--- src/olb_pkg.sv ---
// ----------------------------------------------------------------------------
// olb_pkg
// Shared types and constants for the ordered list with bookmarks.
// ----------------------------------------------------------------------------
package olb_pkg;

	localparam int MAX_ENTRIES = 64;
	localparam int ADDR_W      = 6;
	localparam int CNT_W       = 7;
	localparam int DATA_BITS   = 32;
	localparam int MARK_COUNT  = 4;
	localparam int SEL_W       = 2;
	localparam int MARK_W      = 8;
	localparam int ERR_W       = 16;
	localparam int MODE_W      = 4;
	localparam int POS_W       = 8;

	localparam logic [MODE_W-1:0] MODE_PUSH   = 4'd0;
	localparam logic [MODE_W-1:0] MODE_INSERT = 4'd1;
	localparam logic [MODE_W-1:0] MODE_DROP   = 4'd2;
	localparam logic [MODE_W-1:0] MODE_READ   = 4'd3;
	localparam logic [MODE_W-1:0] MODE_SETMK  = 4'd4;
	localparam logic [MODE_W-1:0] MODE_RDMK   = 4'd5;
	localparam logic [MODE_W-1:0] MODE_MKFWD  = 4'd6;
	localparam logic [MODE_W-1:0] MODE_MKBACK = 4'd7;
	localparam logic [MODE_W-1:0] MODE_CLEAR  = 4'd8;
	localparam logic [MODE_W-1:0] MODE_CLRERR = 4'd9;
	localparam logic [MODE_W-1:0] MODE_STATUS = 4'd10;

	typedef struct packed {
		logic [MODE_W-1:0]    mode;
		logic [POS_W-1:0]     position;
		logic [31:0]          data_word;
		logic [SEL_W-1:0]     mark_select;
		logic [MARK_W-1:0]    mark_value;
	} cmd_t;

	typedef struct packed {
		logic [31:0]          read_data;
		logic [CNT_W-1:0]     length_now;
		logic [MARK_W-1:0]    mark_now;
		logic                 mark_ok;
		logic                 rejected;
		logic [ERR_W-1:0]     full_errors;
		logic [ERR_W-1:0]     write_index_errors;
		logic [ERR_W-1:0]     read_index_errors;
	} res_t;

	typedef struct packed {
		logic                 we;
		logic [ADDR_W-1:0]    waddr;
		logic [DATA_BITS-1:0] wdata;
		logic                 re;
		logic [ADDR_W-1:0]    raddr;
	} mem_req_t;

	typedef enum logic [2:0] {
		ST_IDLE,
		ST_SHIFT_RD,
		ST_SHIFT_WR,
		ST_PUT,
		ST_RD,
		ST_FINISH
	} state_t;

endpackage

--- src/olb_store.sv ---
// ----------------------------------------------------------------------------
// olb_store
// Entry memory: one write port and one read port with registered read data.
// ----------------------------------------------------------------------------
module olb_store import olb_pkg::*; (
	input  logic                 clk,
	input  mem_req_t             req,
	output logic [DATA_BITS-1:0] rdata
);

	logic [DATA_BITS-1:0] mem [MAX_ENTRIES];

	always_ff @(posedge clk) begin
		if (req.we) begin
			mem[req.waddr] <= req.wdata;
		end
		if (req.re) begin
			rdata <= mem[req.raddr];
		end
	end

endmodule

--- src/ordered_list_with_bookmarks.sv ---
// ----------------------------------------------------------------------------
// ordered_list_with_bookmarks
// Bounded ordered list of data words held in a memory, with bookmarks.
// ----------------------------------------------------------------------------
// Commands enter on in_word with in_valid/in_stall; each gives exactly one
// result word on out_word with out_valid/out_stall. The user writes max_length
// through cfg_write_en/cfg_write_data only while the block is idle; the
// block itself does not enforce this. It works on one command at a time;
// in_stall is high while busy. Commands that touch only registers go
// straight to the finish state; push writes its entry and read and read
// marked read their entry first. Insert and drop move each entry with a
// read state and then a write state, and insert then writes its entry.
// The result sits in an output register; the next command can be accepted
// while it waits. If the receiver still stalls when the next result is
// ready, the block holds that result and keeps in_stall high.
// Reset clears the count, bookmarks and error counters and sets max_length
// to 64; the entry memory is not cleared, as only entries below the count
// are ever read.
// ----------------------------------------------------------------------------
module ordered_list_with_bookmarks import olb_pkg::*; (
	input  logic               clk,
	input  logic               arst_n,
	input  logic               in_valid,
	output logic               in_stall,
	input  cmd_t               in_word,
	output logic               out_valid,
	input  logic               out_stall,
	output res_t               out_word,
	input  logic               cfg_write_en,
	input  logic [CNT_W-1:0]   cfg_write_data
);

	state_t state_q, state_d;
	cmd_t   cmd_q;
	logic [CNT_W-1:0]  max_len_q;
	logic [CNT_W-1:0]  count_q;
	logic [MARK_W-1:0] mark_q [MARK_COUNT];
	logic [ERR_W-1:0]  full_err_q, wr_err_q, rd_err_q;
	logic [ADDR_W-1:0] idx_q, stop_q;
	logic              ins_q, hit_q, err_q;
	logic              out_valid_q;
	res_t              out_q;
	mem_req_t          req;
	logic [DATA_BITS-1:0] rdata;
	logic [ADDR_W-1:0] next_idx;

	logic [CNT_W-1:0]  limit;
	logic              accept, sel_ok, slot_free;
	logic [POS_W-1:0]  count_x, limit_x, ridx;
	logic [MARK_W-1:0] sel_mark;

	function automatic logic sel_ok_q();
		return 32'(cmd_q.mark_select) < MARK_COUNT;
	endfunction

	assign limit     = (max_len_q > CNT_W'(MAX_ENTRIES)) ? CNT_W'(MAX_ENTRIES) : max_len_q;
	assign count_x   = POS_W'(count_q);
	assign limit_x   = POS_W'(limit);
	assign accept    = in_valid && !in_stall;
	assign sel_ok    = 32'(in_word.mark_select) < MARK_COUNT;
	assign sel_mark  = mark_q[in_word.mark_select];
	assign ridx      = (in_word.mode == MODE_READ) ? in_word.position : sel_mark;
	assign slot_free = !out_valid_q || !out_stall;
	assign next_idx  = ins_q ? idx_q - 1'b1 : idx_q + 1'b1;

	olb_store u_store (
		.clk   (clk),
		.req   (req),
		.rdata (rdata)
	);

	// Next state.
	always_comb begin
		state_d = state_q;
		case (state_q)
			ST_IDLE: begin
				if (accept) begin
					state_d = ST_FINISH;
					case (in_word.mode)
						MODE_PUSH: begin
							if (count_q < limit) state_d = ST_PUT;
						end
						MODE_INSERT: begin
							if (count_q < limit && in_word.position <= count_x) begin
								state_d = (in_word.position == count_x) ? ST_PUT : ST_SHIFT_RD;
							end
						end
						MODE_DROP: begin
							if (in_word.position < count_x &&
							    in_word.position != count_x - 1'b1) begin
								state_d = ST_SHIFT_RD;
							end
						end
						MODE_READ, MODE_RDMK: begin
							if ((in_word.mode == MODE_READ || sel_ok) &&
							    ridx < limit_x && ridx < count_x) begin
								state_d = ST_RD;
							end
						end
						default: state_d = ST_FINISH;
					endcase
				end
			end
			ST_SHIFT_RD: state_d = ST_SHIFT_WR;
			ST_SHIFT_WR: begin
				if (next_idx == stop_q) begin
					state_d = ins_q ? ST_PUT : ST_FINISH;
				end else begin
					state_d = ST_SHIFT_RD;
				end
			end
			ST_PUT:      state_d = ST_FINISH;
			ST_RD:       state_d = ST_FINISH;
			ST_FINISH: begin
				if (slot_free) state_d = ST_IDLE;
			end
			default:     state_d = ST_IDLE;
		endcase
	end

	// Outputs of the sequencer.
	always_comb begin
		in_stall  = (state_q != ST_IDLE);
		req       = '0;
		req.waddr = idx_q;
		req.raddr = idx_q;
		req.wdata = DATA_BITS'(cmd_q.data_word);
		case (state_q)
			ST_SHIFT_RD: begin
				req.re    = 1'b1;
				req.raddr = next_idx;
			end
			ST_SHIFT_WR: begin
				req.we    = 1'b1;
				req.wdata = rdata;
			end
			ST_PUT: req.we = 1'b1;
			ST_RD:  req.re = 1'b1;
			default: ;
		endcase
	end

	always_ff @(posedge clk or negedge arst_n) begin
		if (!arst_n) begin
			state_q    <= ST_IDLE;
			max_len_q  <= CNT_W'(MAX_ENTRIES);
			count_q    <= '0;
			full_err_q <= '0;
			wr_err_q   <= '0;
			rd_err_q   <= '0;
			out_valid_q <= 1'b0;
			for (int i = 0; i < MARK_COUNT; i++) mark_q[i] <= '0;
		end else begin
			state_q <= state_d;
			if (cfg_write_en) max_len_q <= cfg_write_data;
			if (out_valid_q && !out_stall) out_valid_q <= 1'b0;
			if (state_q == ST_FINISH && slot_free) out_valid_q <= 1'b1;

			if (accept) begin
				case (in_word.mode)
					MODE_PUSH: begin
						if (count_q < limit) count_q <= count_q + 1'b1;
						else full_err_q <= full_err_q + 1'b1;
					end
					MODE_INSERT: begin
						if (count_q < limit && in_word.position <= count_x) begin
							count_q <= count_q + 1'b1;
							for (int i = 0; i < MARK_COUNT; i++) begin
								if (in_word.position < mark_q[i] && mark_q[i] != '1) begin
									mark_q[i] <= mark_q[i] + 1'b1;
								end
							end
						end else begin
							wr_err_q <= wr_err_q + 1'b1;
						end
					end
					MODE_DROP: begin
						if (in_word.position < count_x) begin
							count_q <= count_q - 1'b1;
							for (int i = 0; i < MARK_COUNT; i++) begin
								if (in_word.position < mark_q[i]) mark_q[i] <= mark_q[i] - 1'b1;
							end
						end else begin
							wr_err_q <= wr_err_q + 1'b1;
						end
					end
					MODE_READ, MODE_RDMK: begin
						if ((in_word.mode == MODE_READ || sel_ok) && ridx >= limit_x) begin
							rd_err_q <= rd_err_q + 1'b1;
						end
					end
					MODE_SETMK: begin
						if (sel_ok) mark_q[in_word.mark_select] <= in_word.mark_value;
					end
					MODE_MKFWD: begin
						if (sel_ok && sel_mark < count_x && sel_mark != '1) begin
							mark_q[in_word.mark_select] <= sel_mark + 1'b1;
						end
					end
					MODE_MKBACK: begin
						if (sel_ok && sel_mark != '0) begin
							mark_q[in_word.mark_select] <= sel_mark - 1'b1;
						end
					end
					MODE_CLEAR: begin
						count_q <= '0;
						for (int i = 0; i < MARK_COUNT; i++) mark_q[i] <= '0;
					end
					MODE_CLRERR: begin
						full_err_q <= '0;
						wr_err_q   <= '0;
						rd_err_q   <= '0;
					end
					default: ;
				endcase
			end
		end
	end

	// Command context and sequencer pointers.
	always_ff @(posedge clk) begin
		if (accept) begin
			cmd_q <= in_word;
			hit_q <= 1'b0;
			err_q <= 1'b0;
			ins_q <= (in_word.mode == MODE_INSERT);
			idx_q <= count_q[ADDR_W-1:0];
			stop_q <= in_word.position[ADDR_W-1:0];
			case (in_word.mode)
				MODE_PUSH:   err_q <= !(count_q < limit);
				MODE_INSERT: err_q <= !(count_q < limit && in_word.position <= count_x);
				MODE_DROP: begin
					err_q  <= !(in_word.position < count_x);
					idx_q  <= in_word.position[ADDR_W-1:0];
					stop_q <= ADDR_W'(count_q - 1'b1);
				end
				MODE_READ, MODE_RDMK: begin
					idx_q <= ridx[ADDR_W-1:0];
					if (in_word.mode == MODE_READ || sel_ok) begin
						err_q <= (ridx >= limit_x);
						hit_q <= (ridx < limit_x && ridx < count_x);
					end
				end
				default: ;
			endcase
		end else if (state_q == ST_SHIFT_WR) begin
			idx_q <= next_idx;
		end

		if (state_q == ST_FINISH && slot_free) begin
			out_q.read_data          <= hit_q ? 32'(rdata) : '0;
			out_q.length_now         <= count_q;
			out_q.mark_now           <= sel_ok_q() ? mark_q[cmd_q.mark_select] : '0;
			out_q.mark_ok            <= sel_ok_q() &&
			                            (mark_q[cmd_q.mark_select] < POS_W'(count_q));
			out_q.rejected           <= err_q;
			out_q.full_errors        <= full_err_q;
			out_q.write_index_errors <= wr_err_q;
			out_q.read_index_errors  <= rd_err_q;
		end
	end

	assign out_valid = out_valid_q;
	assign out_word  = out_q;

	a_count_bound: assert property (@(posedge clk) disable iff (!arst_n)
		count_q <= CNT_W'(MAX_ENTRIES))
		else $error("entry count beyond capacity");

	a_no_idle_write: assert property (@(posedge clk) disable iff (!arst_n)
		state_q == ST_IDLE |-> !req.we && !req.re)
		else $error("memory access while idle");

	a_busy_after_accept: assert property (@(posedge clk) disable iff (!arst_n)
		accept |=> in_stall)
		else $error("second command taken while busy");

	a_finish_loads: assert property (@(posedge clk) disable iff (!arst_n)
		state_q == ST_FINISH && slot_free |=> out_valid && state_q == ST_IDLE)
		else $error("finished result not presented");

endmodule

--- config.mk ---
export PLATFORM = sky130hd
export DESIGN_NAME = ordered_list_with_bookmarks
export DESIGN_NICKNAME = d
export VERILOG_FILES = /design/src/olb_pkg.sv /design/src/olb_store.sv /design/src/ordered_list_with_bookmarks.sv
export SDC_FILE = /design/constraint.sdc
export NUM_CORES = 2
export LEC_CHECK = 0
export ABC_CLOCK_PERIOD_IN_PS = 13320
export BUFFER_PORTS_ARGS = -buffer_cell sky130_fd_sc_hd__buf_2
export CAP_MARGIN = 10
export CORE_MARGIN = 1.5
export CORE_UTILIZATION = 48
export DETAILED_ROUTE_END_ITERATION = 6
export MAX_ROUTING_LAYER = met4
export PLACE_DENSITY_LB_ADDON = 0.05
export SLEW_MARGIN = 15
export SYNTH_ARGS = -nofsm -noshare
export SYNTH_HDL_FRONTEND = slang
export SYNTH_SLANG_ARGS = --single-unit
--- constraint.sdc ---
create_clock -name clk -period 13.32 [get_ports clk]
set_input_delay 1.998 -clock clk [delete_from_list [all_inputs] [get_ports clk]]
set_output_delay 1.998 -clock clk [all_outputs]
set_load 0.02 [all_outputs]
# Yosys cells after proc, flatten, opt, wreduce, memory -nomap -nowiden
# Memories as Yosys holds them, arrays and structs flattened. A register that Yosys moved wholly into a read port is not among the register bits.
# Cells that the tools add are included.
[word_totals] reg_bits=244 ramBits=2048 input_bits=66 output_inout_bits=99 n_memories=1
[classes] add_sub_neg=18 order_cmp=16 n_eq_ne=41 muxes=62 n_bitwise=2 n_reduce_logical=43
[memory_table] memory="u_store.mem" depth=64 word_bits=32 read_ports=1 rd_clocked_by_memory_dff=1 write_ports=1 line="olb_store.sv:11" source="logic [DATA_BITS-1:0] mem [MAX_ENTRIES];"
[op_table] cell="$pmux 32 s6" n=1
[op_table] cell="$mux 32" n=5
[op_table] cell="$mux 8" n=14
[op_table] cell="$bwmux 32" n=3
[op_table] cell="$mux 16" n=4
[op_table] cell="$pmux 16 s2" n=2
[op_table] cell="$add 16x1->16 const B" n=3
[op_table] cell="$pmux 16 s3" n=1
[op_table] cell="$add 8x1->8 const B" n=5
[op_table] cell="$lt 8x7->1" n=5
[op_table] cell="$ne 8x8->1 const B" n=5
[op_table] cell="$sub 8x1->8 const B" n=5
[op_table] cell="$ne 2x2->1 const B" n=18
[op_table] cell="$bmux 8 s2" n=2
[op_table] cell="$lt 8x8->1" n=4
[op_table] cell="$reduce_and 8->1" n=4
[op_table] cell="$mux 6" n=5
[op_table] cell="$mux 7" n=4
[op_table] cell="$pmux 7 s4" n=1
[op_table] cell="$mux 3" n=7
[op_table] cell="$demux 8 s2" n=1
[op_table] cell="$eq 4x3->1 const B" n=4
[op_table] cell="$pmux 3 s5" n=1
[op_table] cell="$logic_and 1x1->1" n=12
[op_table] cell="other kinds (41)" n=66

# Logic depth before layout (Yosys ltp)
[depth] ltp_word=11 ltp_mapped=13 ltp_nobuf=11

# By module
# A second synthesis with hierarchy kept.
[unflattened] cells_unflattened=4972 area_unflattened_um2=94140.3
[by_module_without_submodules] module="olb_store" instances=1 cells_per_inst=3572 area_per_inst_um2=79206.0 seq_area_each_um2=62459.9
[by_module_without_submodules] module="ordered_list_with_bookmarks" instances=1 cells_per_inst=1400 area_per_inst_um2=14934.3 seq_area_each_um2=6837.8

# Least setup slack after synthesis
# Ideal clock, no wire load.
[synth_timing] path_kind="input to register" startpoint="input port out_stall" endpoint="register out_q (netlist bit out_word[0]), enable pin" setup_ps=585 arrival_time_ps=6581 setup_slack_ps=6154 path_stages=1 path_buffers=0 path_cell_list="a21oi_1"
[synth_via] elab_chain_len=3
[synth_lines] element="from (decl)" line="ordered_list_with_bookmarks.sv:27" source="input logic out_stall,"
[synth_lines] element="$logic_not 1->1" line="ordered_list_with_bookmarks.sv:63" source="assign slot_free = !out_valid_q || !out_stall;"
[synth_lines] element="$logic_or 1x1->1" line="ordered_list_with_bookmarks.sv:63"
[synth_lines] element="$logic_and 1x1->1" line="ordered_list_with_bookmarks.sv:250" source="if (state_q == ST_FINISH && slot_free) begin"
[synth_lines] element="to (decl)" line="ordered_list_with_bookmarks.sv:42" source="res_t out_q;"
# No other way between the ends.
# A chain may end at the register's enable or synchronous reset.

# Worst setup path after layout
[layout_timing] startpoint="register idx_q[1]" endpoint="register u_store.rdata[4] (read register of u_store.mem) (data pin)"
[layout_via] elab_chain_len=3
[layout_lines] element="from (decl)" line="ordered_list_with_bookmarks.sv:39" source="logic [ADDR_W-1:0] idx_q, stop_q;"
[layout_lines] element="from (signal assigned)" line="ordered_list_with_bookmarks.sv:227" source="idx_q <= count_q[ADDR_W-1:0];"
[layout_lines] element="from (signal assigned)" line="ordered_list_with_bookmarks.sv:234" source="idx_q <= in_word.position[ADDR_W-1:0];"
[layout_lines] element="from (signal assigned)" line="ordered_list_with_bookmarks.sv:238" source="idx_q <= ridx[ADDR_W-1:0];"
[layout_lines] element="$add 6x1->6 or $sub 6x1->6 (tied branches)" line="ordered_list_with_bookmarks.sv:64" source="assign next_idx = ins_q ? idx_q - 1'b1 : idx_q + 1'b1;"
[layout_lines] element="$mux 6" line="ordered_list_with_bookmarks.sv:64"
[layout_lines] element="$mux 6 (*)" line="ordered_list_with_bookmarks.sv:128" source="case (state_q)"
[layout_lines] element="to (decl)" line="olb_store.sv:8" source="output logic [DATA_BITS-1:0] rdata"
# Mark *: on every way between the ends. The rest lies on a longest branch, timed or not.

==> Flow_metrics.wiki <==
{| class="wikitable"
! Metric !! Value
|-
| Run status || finished, violations left
|-
| Failing checks || design-rule violations
|-
| Number of enable-type register cells in the synthesized netlist || 2226
|-
| Worst hold path class || reg -> reg
|-
| Portion of the post-synthesis area used by sequential elements || 67.1%
|-
| Avg Inst Size Synth || 13.5 µm²
|-
| Register bit count reported by yosys || 2324
|-
| DR iter-0 viols || 11500
|-
| Final RePlAce weighted congestion || 0.919
|-
| Maximum number of pins on one net before global-route repair || 183
|-
| Post-synthesis instance area || 103000 µm²
|-
| Later-pin clock latency in the skew report || 900 ps
|-
| Static leakage || 35.4 nW
|-
| CTS root buffer || sky130_fd_sc_hd__clkbuf_16
|-
| Number of buffers added by the clock tree synthesis step || 239
|-
| Total count of hold-check failures in the final report || 0
|-
| Detailed-route wire length || 369 mm
|-
| Final critical-path share of the clock period || 48.0%
|-
| Worst-margin pin slew || 1240 ps
|-
| Wire length of the first global-routing pass || 519 mm
|-
| Floorplan row count || 170
|-
| Peak supply drop || 481 µV
|-
| Clock network power share || 22.1%
|-
| Maximum clock path buffer count || 3
|-
| Worst path required time || 13910 ps
|-
| Residual antenna-violating net count after detailed routing || 0
|-
| CP arrival || 6990 ps
|-
| Detailed-routing iteration count for the pre-antenna-repair pass || 7
|-
| Total routing usage reported by global routing || 33.7%
|-
| Area of the die || 218000 µm²
|-
| Initial antenna violation count || 35
|-
| Max FO, Critical Path || 148
|-
| Die boundary height || 467 µm
|-
| Placement-stage cell area || 107000 µm²
|-
| Clock sink count || 2324
|-
| Setup Crit Path Kind || reg -> reg
|-
| GR Overflow Total || 0
|-
| HPWL after detailed placement || 197 mm
|-
| Final-layout worst hold slack || 431 ps
|-
| Number of inserted filler cells in the final layout || 17500
|-
| Multi-input combinational cell area || 31600 µm²
|-
| F_max || 156 MHz
|-
| Proportion of register bits with asynchronous set or reset after synthesis || 4.22%
|-
| Finished Cell Area || 115000 µm²
|-
| FF+latch area || 69300 µm²
|-
| IO Pins || 165
|-
| Max transition margin || 16.2%
|-
| Worst path setup slack after routing || 6930 ps
|-
| Number of buffers inserted for hold repair after clock tree synthesis || 0
|-
| Synthesized netlist cell count || 7662
|-
| Fin crit period || 6390 ps
|-
| Startpoint Class || register
|-
| Via count of the first global-routing pass || 72600
|-
| Placement Setup Slack || 7010 ps
|-
| Number of gates resized after cts || 0
|-
| Max-slew violation total from the final report || 0
|-
| Leading cell type in the layout, fill and taps excluded || sky130_fd_sc_hd__edfxtp_1
|-
| Most frequent cells in the layout || 2226 x sky130_fd_sc_hd__edfxtp_1, 1526 x sky130_fd_sc_hd__o22ai_1, 627 x sky130_fd_sc_hd__nor3_1
|-
| Setup TNS after final layout || 0 ps
|-
| Sw power || 0.0133 W
|-
| Yosys warns || 0
|-
| Clock slew at the register clock pins of the worst setup and hold paths || 60 ps
|-
| Vias || 77800
|-
| Initial core utilization || 48.2%
|-
| Buffers inserted during post-CTS setup optimization || 0
|-
| Number of nets in the finished design || 7733
|-
| Clk_skew || 42.8 ps
|-
| Vias per inst || 7.33
|-
| DRC viols || 2
|-
| Sw frac || 43.6%
|-
| Layout Area Growth over Synthesis || 11.5%
|-
| Count of H-tree levels built during CTS || 4
|-
| Ys flop type || sky130_fd_sc_hd__edfxtp_1
|-
| Nets in the synthesized netlist || 7835
|-
| Unrepaired setup endpoints after global routing || no
|-
| TritonCTS clock tree || done
|-
| Max-cap viol count || 0
|-
| Comb power frac || 46.4%
|-
| Kind of end point of the critical path || register
|-
| Core region area || 214000 µm²
|-
| Share of layout cells above drive strength 1 || 11.8%
|-
| Overall power of the completed layout || 0.0304 W
|-
| Share of power burned in registers || 31.5%
|-
| P per Cell Area || 264 nW/µm²
|-
| Internal power component || 0.0172 W
|-
| Input/output buffers || 164
|-
| Die extent in x || 467 µm
|-
| Setup-failing EPs final || 0
|-
| Number of distinct standard cells referenced by the synthesized netlist || 91
|-
| Average wire per cell in the routed design || 34.7 µm
|}
==> synth_stat cells (9+ instances only) <==
cell type | count | share of area (%)
sky130_fd_sc_hd__or2_2 | 9 | 0.054
sky130_fd_sc_hd__o211ai_1 | 25 | 0.18
sky130_fd_sc_hd__o32a_1 | 265 | 2.6
sky130_fd_sc_hd__nor2_1 | 231 | 0.84
sky130_fd_sc_hd__xor2_1 | 36 | 0.31
sky130_fd_sc_hd__a211oi_1 | 22 | 0.16
sky130_fd_sc_hd__mux2_2 | 45 | 0.49
sky130_fd_sc_hd__nand2b_1 | 21 | 0.13
sky130_fd_sc_hd__edfxtp_1 | 2226 | 65
sky130_fd_sc_hd__mux4_2 | 16 | 0.35
sky130_fd_sc_hd__o221ai_1 | 318 | 2.7
sky130_fd_sc_hd__ha_1 | 102 | 1.2
sky130_fd_sc_hd__nand4_1 | 63 | 0.38
sky130_fd_sc_hd__dfrtp_1 | 97 | 2.3
sky130_fd_sc_hd__buf_2 | 88 | 0.43
sky130_fd_sc_hd__nor3_1 | 627 | 3.0
sky130_fd_sc_hd__o31a_1 | 65 | 0.55
sky130_fd_sc_hd__buf_1 | 77 | 0.28
sky130_fd_sc_hd__o21ai_0 | 185 | 0.90
sky130_fd_sc_hd__or4_1 | 46 | 0.33
sky130_fd_sc_hd__o22ai_1 | 1526 | 9.2
sky130_fd_sc_hd__mux2i_1 | 20 | 0.19
sky130_fd_sc_hd__and2_1 | 40 | 0.24
sky130_fd_sc_hd__or4b_2 | 14 | 0.14
sky130_fd_sc_hd__a21oi_1 | 97 | 0.47
sky130_fd_sc_hd__nand3_1 | 100 | 0.48
sky130_fd_sc_hd__and3_1 | 18 | 0.11
sky130_fd_sc_hd__inv_1 | 75 | 0.27
sky130_fd_sc_hd__o31ai_1 | 65 | 0.47
sky130_fd_sc_hd__a211o_1 | 36 | 0.31
sky130_fd_sc_hd__or4b_1 | 18 | 0.17
sky130_fd_sc_hd__o32ai_1 | 160 | 1.4
sky130_fd_sc_hd__nor4_1 | 12 | 0.073
sky130_fd_sc_hd__nor2b_1 | 19 | 0.12
sky130_fd_sc_hd__or3_1 | 15 | 0.091
sky130_fd_sc_hd__xnor2_1 | 45 | 0.38
sky130_fd_sc_hd__o21a_1 | 16 | 0.12
sky130_fd_sc_hd__nand2_1 | 119 | 0.43
sky130_fd_sc_hd__clkbuf_1 | 548 | 2.0
==> layout make-up <==
class / count / area share (%)
Antenna cell: 24 / 0.0521
Clock buffer: 301 / 5.55
Clock inverter: 141 / 1.20
Inverter: 75 / 0.244
Multi-Input combinational cell: 4543 / 27.4
Sequential cell: 2324 / 60.2
Tap cell: 2838 / 3.08
Timing Repair Buffer: 377 / 2.26
==> power by group through the flow <==
| stage | registers, W | clock network [W] | logic [W] |
|---|---|---|---|
| 6_report | 0.00957 | 0.00671 | 0.0141 |
| 5_1_grt | 0.00958 | 0.00706 | 0.0148 |
| 4_1_cts | 0.00955 | 0.00678 | 0.0138 |
| 3_5_place_dp | 0.00970 | 0 | 0.0137 |
| 3_3_place_gp | 0.00969 | 0 | 0.0136 |
| 2_1_floorplan | 0.00945 | 0 | 0.00869 |
==> registers in the layout, indices dropped and copies added, names as in the netlist <==
signal and count:
stop_q 6, out_valid 1, rd_err_q 16, cmd_q 34
ins_q 1, u_store.mem 2048, wr_err_q 16, u_store.rdata 32
idx_q 6, state_q 3, full_err_q 16, count_q 7
max_len_q 7, err_q 1, hit_q 1, out_word 97
mark_q 32
==> worst max-delay path, stage by stage (launching register included) <==
cell and delay [ps]:
sky130_fd_sc_hd__edfxtp_1 360, sky130_fd_sc_hd__buf_4 320, sky130_fd_sc_hd__fa_1 1260, sky130_fd_sc_hd__nand4bb_4 690
sky130_fd_sc_hd__buf_12 530, sky130_fd_sc_hd__buf_4 420, sky130_fd_sc_hd__buf_4 410, sky130_fd_sc_hd__o32a_1 240
sky130_fd_sc_hd__o221ai_1 80, sky130_fd_sc_hd__o32ai_1 140, sky130_fd_sc_hd__o31a_1 380, sky130_fd_sc_hd__o21ai_0 970
sky130_fd_sc_hd__nand4_1 170
==> cell families after synthesis <==
family / count (synthesis) / share of synthesized area (%)
flops: 2324 / 67.1
mux: 82 / 1.04
simple gates: 1394 / 7.00
fa+ha+maj: 107 / 1.33
buf+inv: 795 / 3.03
compound gates: 2878 / 19.8
xor+xnor: 82 / 0.710
==> through the flow <==
step	instances	utilization, %
4_1_cts	10600	53.7
3_3_place_gp	10100	50.1
3_5_place_dp	10200	50.1
6_report	10600	53.8
2_1_floorplan	7662	-
5_1_grt	10600	53.8
==> final timing paths <==
kind,start,to,slack [ps],depth (start not counted)
max in group asynchronous,arst_n,full_err_q[6],10890,2
min in group asynchronous,arst_n,mark_q[24],1140,1
worst min register to register,err_q,out_word[48],430,0
worst max register to register,idx_q[1],u_store.rdata[4],6930,12
worst max-delay path,idx_q[1],u_store.rdata[4],6930,12
worst min-delay path,err_q,out_word[48],430,0
==> metal layers <==
| metal | vias up | share of wire, % | global-route usage, % |
|---|---|---|---|
| met3 | 834 | 11 | 6.63 |
| met2 | 5206 | 45 | 50.2 |
| met4 | 0 | 4.6 | 14.0 |
| li1 | 32400 | - | - |
| met5 | - | 0 | - |
| met1 | 39400 | 39 | 45.4 |
(Power assumes the default switching activity.)
